**config.mk**
```make
export PLATFORM = sky130hd
export DESIGN_NAME = thsl_back
export DESIGN_NICKNAME = d
export VERILOG_FILES = /design/src/thsl_pkg.sv /design/src/thsl_back.sv
export SDC_FILE = /design/constraint.sdc
export NUM_CORES = 2
export LEC_CHECK = 0
export BUFFER_PORTS_ARGS = -buffer_cell sky130_fd_sc_hd__buf_2
export CORE_MARGIN = 8
export CORE_UTILIZATION = 30
export DETAILED_ROUTE_END_ITERATION = 6
export PLACE_DENSITY = 0.5
export SYNTH_ARGS = -nofsm -noshare
export SYNTH_HDL_FRONTEND = slang
export SYNTH_SLANG_ARGS = --single-unit
```
**constraint.sdc**
```tcl
create_clock -name clk -period 32.3 [get_ports clk]
set_input_delay 9.69 -clock clk [delete_from_list [all_inputs] [get_ports clk]]
set_output_delay 9.69 -clock clk [all_outputs]
set_load 0.01 [all_outputs]
```
**src/thsl_pkg.sv**
```systemverilog
// ----------------------------------------------------------------------------
// thsl_pkg: shared types of the triangle hyperplane slice
// Vertex and queue entry layouts used by the front, the queue and the back.
// ----------------------------------------------------------------------------
`default_nettype none
package thsl_pkg;

	// x, y, z, w in Q16.16; index 0 is x, index 3 is w
	typedef logic [3:0][31:0] vertex_t;

	// one triangle waiting for the back: corners a, b, c in slots 0, 1, 2
	typedef struct packed {
		vertex_t [2:0] vert;
		logic          batch_end;
	} tri_t;

	localparam int CoordW = 32;

endpackage
`default_nettype wire

```
**src/thsl_back.sv**
```systemverilog
// ----------------------------------------------------------------------------
// thsl_back: edge cutter
// Classifies each edge of the head triangle; for each hit edge off the plane
// it multiplies and divides one coordinate at a time, and emits results.
// ----------------------------------------------------------------------------
`default_nettype none
module thsl_back (
	input  wire logic           clk,
	input  wire logic           arst_n,
	input  wire logic [31:0]    slice_w,
	input  wire logic           q_empty,
	input  wire thsl_pkg::tri_t q_data,
	output logic                q_pop,
	output logic                out_valid,
	input  wire logic           out_stall,
	output logic [31:0]         point_x,
	output logic [31:0]         point_y,
	output logic [31:0]         point_z,
	output logic                point_valid,
	output logic [1:0]          edge_index,
	output logic                last,
	output logic                batch_done
);
	import thsl_pkg::*;

	localparam logic [2:0] S_IDLE  = 3'd0;
	localparam logic [2:0] S_CLS   = 3'd1;
	localparam logic [2:0] S_SCAN  = 3'd2;
	localparam logic [2:0] S_SETUP = 3'd3;
	localparam logic [2:0] S_MUL   = 3'd4;
	localparam logic [2:0] S_DIV   = 3'd5;
	localparam logic [2:0] S_ACC   = 3'd6;
	localparam logic [2:0] S_EMIT  = 3'd7;

	logic [2:0]        state_q;
	logic [1:0]        edge_q, k_q;
	logic [2:0]        mask_q, mask_nx, ebit;
	logic              emitted_q, nohit_q;
	logic [4:0]        step_q;
	logic [31:0]       num_mag_q, den_mag_q;
	logic              sign_q, neg_q;
	logic [63:0]       pr_q;
	logic [2:0][31:0]  pt_q;
	logic              out_free;

	vertex_t     sv, ev;
	logic [1:0]  eidx;
	logic [32:0] num, den, num_abs, den_abs, dd, dd_abs;
	logic        hit;
	logic [32:0] r2, diff;
	logic        ge;
	logic [63:0] prod;
	logic [31:0] qv;

	// edge endpoints
	assign eidx = (edge_q == 2'd2) ? 2'd0 : edge_q + 2'd1;
	assign sv   = q_data.vert[edge_q];
	assign ev   = q_data.vert[eidx];

	// hit test of the current edge
	assign num     = {slice_w[31], slice_w} - {sv[3][31], sv[3]};
	assign den     = {ev[3][31], ev[3]} - {sv[3][31], sv[3]};
	assign num_abs = num[32] ? (~num + 33'd1) : num;
	assign den_abs = den[32] ? (~den + 33'd1) : den;
	assign hit     = (den == 33'd0) ? (num == 33'd0)
	               : (((num == 33'd0) || (num[32] == den[32])) && (num_abs <= den_abs));

	// coordinate difference and product
	assign dd     = {ev[k_q][31], ev[k_q]} - {sv[k_q][31], sv[k_q]};
	assign dd_abs = dd[32] ? (~dd + 33'd1) : dd;
	assign prod   = num_mag_q * dd_abs[31:0];

	// one restoring division step
	assign r2   = pr_q[63:31];
	assign diff = r2 - {1'b0, den_mag_q};
	assign ge   = (r2 >= {1'b0, den_mag_q});
	assign qv   = neg_q ? (~pr_q[31:0] + 32'd1) : pr_q[31:0];

	assign ebit     = 3'b001 << edge_q;
	assign mask_nx  = mask_q & ~ebit;
	assign out_free = !out_valid || !out_stall;
	assign q_pop    = ((state_q == S_SCAN) && (mask_q == 3'd0) && emitted_q)
	               || ((state_q == S_EMIT) && out_free && nohit_q);

	// sequencer
	always_ff @(posedge clk or negedge arst_n) begin
		if (!arst_n) begin
			state_q   <= S_IDLE;
			edge_q    <= 2'd0;
			k_q       <= 2'd0;
			mask_q    <= 3'd0;
			emitted_q <= 1'b0;
			nohit_q   <= 1'b0;
			step_q    <= 5'd0;
		end else begin
			unique case (state_q)
				S_IDLE: begin
					edge_q    <= 2'd0;
					emitted_q <= 1'b0;
					nohit_q   <= 1'b0;
					if (!q_empty) state_q <= S_CLS;
				end
				S_CLS: begin
					mask_q[edge_q] <= hit;
					if (edge_q == 2'd2) begin
						edge_q  <= 2'd0;
						state_q <= S_SCAN;
					end else begin
						edge_q <= edge_q + 2'd1;
					end
				end
				S_SCAN: begin
					if (mask_q == 3'd0) begin
						if (emitted_q) begin
							state_q <= S_IDLE;
						end else begin
							nohit_q <= 1'b1;
							state_q <= S_EMIT;
						end
					end else if (mask_q[edge_q]) begin
						state_q <= S_SETUP;
					end else begin
						edge_q <= edge_q + 2'd1;
					end
				end
				S_SETUP: begin
					k_q     <= 2'd0;
					state_q <= (den == 33'd0) ? S_EMIT : S_MUL;
				end
				S_MUL: begin
					step_q  <= 5'd0;
					state_q <= S_DIV;
				end
				S_DIV: begin
					step_q <= step_q + 5'd1;
					if (step_q == 5'd31) state_q <= S_ACC;
				end
				S_ACC: begin
					if (k_q == 2'd2) begin
						state_q <= S_EMIT;
					end else begin
						k_q     <= k_q + 2'd1;
						state_q <= S_MUL;
					end
				end
				default: begin
					if (out_free) begin
						emitted_q <= 1'b1;
						mask_q    <= mask_nx;
						state_q   <= nohit_q ? S_IDLE : S_SCAN;
					end
				end
			endcase
		end
	end

	// datapath registers
	always_ff @(posedge clk) begin
		case (state_q)
			S_SCAN: begin
				if (mask_q == 3'd0) pt_q <= '0;
			end
			S_SETUP: begin
				num_mag_q <= num_abs[31:0];
				den_mag_q <= den_abs[31:0];
				sign_q    <= num[32] ^ den[32];
				pt_q      <= {sv[2], sv[1], sv[0]};
			end
			S_MUL: begin
				pr_q  <= prod;
				neg_q <= sign_q ^ dd[32];
			end
			S_DIV: begin
				pr_q <= {ge ? diff[31:0] : r2[31:0], pr_q[30:0], ge};
			end
			S_ACC: begin
				pt_q[k_q] <= sv[k_q] + qv;
			end
			default: ;
		endcase
	end

	// output register valid
	always_ff @(posedge clk or negedge arst_n) begin
		if (!arst_n) begin
			out_valid <= 1'b0;
		end else if ((state_q == S_EMIT) && out_free) begin
			out_valid <= 1'b1;
		end else if (!out_stall) begin
			out_valid <= 1'b0;
		end
	end

	// output register payload
	always_ff @(posedge clk) begin
		if ((state_q == S_EMIT) && out_free) begin
			point_x     <= pt_q[0];
			point_y     <= pt_q[1];
			point_z     <= pt_q[2];
			point_valid <= !nohit_q;
			edge_index  <= nohit_q ? 2'd0 : edge_q;
			last        <= nohit_q || (mask_nx == 3'd0);
			batch_done  <= (nohit_q || (mask_nx == 3'd0)) && q_data.batch_end;
		end
	end

endmodule
`default_nettype wire

```
==> results.sh <==
export IMPL_worstPathRequired_ns=32.60
export IMPL_met2WireLength_um=134000
export IMPL_slew_viol_final=0
export IMPL_tightestPinTransition_ns=1.44
export IMPL_core_um2=220000
export IMPL_outcome="finished, final reports clean"
export IMPL_chipHeight_um=486
export IMPL_drt_initial_drc_count=5502
export IMPL_dp_slack_ns=7.75
export IMPL_grt_start_max_net_pins=94
export IMPL_std_cell_rows=172
export IMPL_ys_flop_type="edfxtp_1"
export IMPL_fin_skew_ns=0.0603
export IMPL_hpwl_um=244000
export IMPL_synthesis_nets=9324
export IMPL_area_growth_pct=11.3
export IMPL_drc_errors=0
export IMPL_routedWlPerCell_um=27.6
export IMPL_die_w_um=486
export IMPL_viasPerCell=5.36
export IMPL_async_flop_share_pct=5.22
export IMPL_max_cap_violations=0
export IMPL_start_util_pct=30.2
export IMPL_grt_overflow_total=0
export IMPL_fin_crit_sh_pct=74.8
export IMPL_ios=524
export IMPL_setup_viol=0
export IMPL_fillerInstances=23100
export IMPL_place_congestion=0.978
export IMPL_highest_layer="met5"
export IMPL_ys_seq_area_share_pct=15.5
export IMPL_cts_resized_gates=0
export IMPL_cts_setup_buffers=0
export IMPL_synthCells=7539
export IMPL_worst_slack_ns=8.13
export IMPL_worst_path_max_fanout=32
export IMPL_instances_no_fill=10900
export IMPL_grt_total_usage_pct=24.6
export IMPL_drt_met1_wl_um=123000
export IMPL_path_common_cell="fa_1"
export IMPL_fin_setup_tns_ns=0
export IMPL_slowest_delay_ns=0.78
export IMPL_crit_type="input pin to register"
export IMPL_clock_root_buffer="clkbuf_16"
export IMPL_slew_headroom_pct=2.68
export IMPL_cts_max_path_buffers=3
export IMPL_rsz0062_at_grt="no"
export IMPL_layout_min_cycle_time_ns=24.17
export IMPL_dp_cells=10700
export IMPL_regArea_um2=10300
export IMPL_clk_pin_slew_ns=0.08
export IMPL_synth_edff_count=327
export IMPL_dieArea_um2=236000
export IMPL_vias=58300
export IMPL_routed_wl_um=300000
export IMPL_cts_sinks=345
export IMPL_nNetsFinal=9613
export IMPL_syn_cell_area_um2=66300
export IMPL_drive_gt1_share_pct=11.8
export IMPL_synth_avg_cell_area_um2=8.79
export IMPL_cts_max_level=2
export IMPL_ys_seq_elements=345
export IMPL_grt_pass1_vias=59100
export IMPL_dr_pass1_iters=7
export IMPL_multi_input_area_um2=50300
export IMPL_r2r_slack_ns=14.95
export IMPL_slowest_stage="nor4_2"
export IMPL_max_freq_ghz=0.0414
export IMPL_hold_buffers=0
export IMPL_hold_class="register to register"
export IMPL_grt_pass1_wl_um=429000
export IMPL_port_buffers=523
export IMPL_cts_tree="yes"
export IMPL_cts_buffers=42
export IMPL_cp_arrival_ns=24.47
export IMPL_ys_types=104
export IMPL_worstSetupEndpointType="register"
export IMPL_start_kind="input pin"
export IMPL_antenna_found_initial=79
export IMPL_whs_ns=0.439
export IMPL_ant_nets=0
export IMPL_routed_wl_met3_um=23000
export IMPL_insertion_delay_ns=0.65
export IMPL_hold_violations=0
export IMPL_ys_warn_count=0
[cells by family (layout without fill, tap and decap cells)]
group | Yosys count | count (layout) | share of synthesized area, %
other | 0 | 51 | 0
buffers and inverters | 1585 | 1904 | 9.13
adder cells (fa/ha/maj) | 1368 | 1368 | 36.0
XOR/XNOR | 306 | 306 | 4.11
AND/OR/NAND/NOR | 2160 | 2160 | 15.3
AO/OA/AOI/OAI | 1415 | 1415 | 13.5
multiplexers | 360 | 360 | 6.45
flip-flops | 345 | 345 | 15.5
[layout by cell type (no fill, tap or decap), drive strengths merged, types with 23 or more instances in the layout]
cell type  netlist  layout
and2           273     273
mux2            55      55
o21ai          319     319
mux4            48      48
edfxtp         327     327
o21bai          30      30
nand3           56      56
nor3            57      57
or3             30      30
nor3b           43      43
o22ai           56      56
ha             463     463
a21o           166     166
nor2b           63      63
o21a            42      42
nor4            23      23
xnor2          206     206
nand2b         101     101
a21oi          453     453
nor2           440     440
buf            112     647
diode            0      51
clkbuf         290      44
o211ai          43      43
mux2i          257     257
xor2           100     100
nand2          936     936
a31oi           43      43
inv           1182    1185
and3            31      31
fa             901     901
a211oi          27      27
a221o           33      33
nand4           33      33
o31ai           40      40
[worst max-delay path, delay by kind of cell]
| kind | cells | cell delay (ns) |
|---|---|---|
| AO/OA/AOI/OAI | 16 | 5.07 |
| XOR/XNOR | 2 | 0.35 |
| adder cells (fa/ha/maj) | 11 | 5.06 |
| buffers and inverters | 9 | 1.03 |
| multiplexers | 1 | 0.26 |
| AND/OR/NAND/NOR | 10 | 2.97 |
[routing by layer]
layer  vias up  GRT usage [%]
met5         -              0
li1      25500              -
met3       575           4.20
met1     29600           32.2
met2      2615           39.0
met4        20           13.1
[per-stage QoR]
step	util, %	instance area, µm²
3_5_place_dp	32.9	72300
6_report	33.6	73800
5_1_grt	33.5	73700
2_1_floorplan	-	66300
3_3_place_gp	32.9	72300
4_1_cts	33.5	73600
[synth_stat cells (13+ instances only)]
cell / count / area (µm²)
a211oi_1: 25 / 188
a21o_1: 166 / 1250
a21oi_1: 452 / 2260
a221o_1: 33 / 330
a31o_2: 13 / 114
a31oi_1: 42 / 263
and2_1: 272 / 1700
and3_1: 31 / 194
buf_1: 56 / 210
buf_2: 50 / 250
clkbuf_1: 288 / 1080
dfrtp_1: 18 / 450
edfxtp_1: 327 / 9820
fa_1: 901 / 18000
ha_1: 463 / 5790
inv_1: 1180 / 4430
mux2_2: 54 / 608
mux2i_1: 257 / 2570
mux4_2: 48 / 1080
nand2_1: 936 / 3510
nand2b_1: 101 / 632
nand3_1: 56 / 280
nand4_1: 33 / 206
nor2_1: 439 / 1650
nor2b_1: 62 / 388
nor3_1: 57 / 285
nor3b_1: 43 / 323
nor4_1: 20 / 125
o211ai_1: 43 / 323
o21a_1: 42 / 315
o21ai_0: 316 / 1580
o21bai_1: 30 / 225
o22ai_1: 56 / 350
o31ai_1: 39 / 293
or2_2: 13 / 81.3
or3_1: 30 / 188
xnor2_1: 203 / 1780
xor2_1: 97 / 850
[state kept, by name, summed over array words and instances, names as in the netlist, 2 cells and up]
register and cells:
den_mag_q 32, edge_index 2, edge_q 2, k_q 2
mask_q 3, num_mag_q 32, point_x 32, point_y 32
point_z 32, pr_q 64, pt_q 96, state_q 3
step_q 5
[final timing paths]
check / from / endpoint / cells after the start
worst max register to register: edge_q[1] / pr_q[63] / 51
worst min register to register: pt_q[38] / point_y[6] / 0
max in group asynchronous: arst_n / k_q[0] / 1
min in group asynchronous: arst_n / mask_q[1] / 1
worst max-delay path: q_data[65] / pr_q[63] / 49
worst min-delay path: pt_q[38] / point_y[6] / 0
[layout make-up]
| class | count | share of cell area [%] |
|---|---|---|
| multi-input cells | 5609 | 68.2 |
| flip-flops and latches | 345 | 13.9 |
| inverters | 1183 | 6.03 |
| well taps | 2958 | 5.02 |
| repair buffers | 647 | 4.84 |
| clock buffers | 44 | 1.43 |
| clock inverters | 30 | 0.405 |
| diodes | 51 | 0.173 |
Power is not shown: default switching activity piles up to over one toggle a cycle in this logic, so the estimate is an artifact.
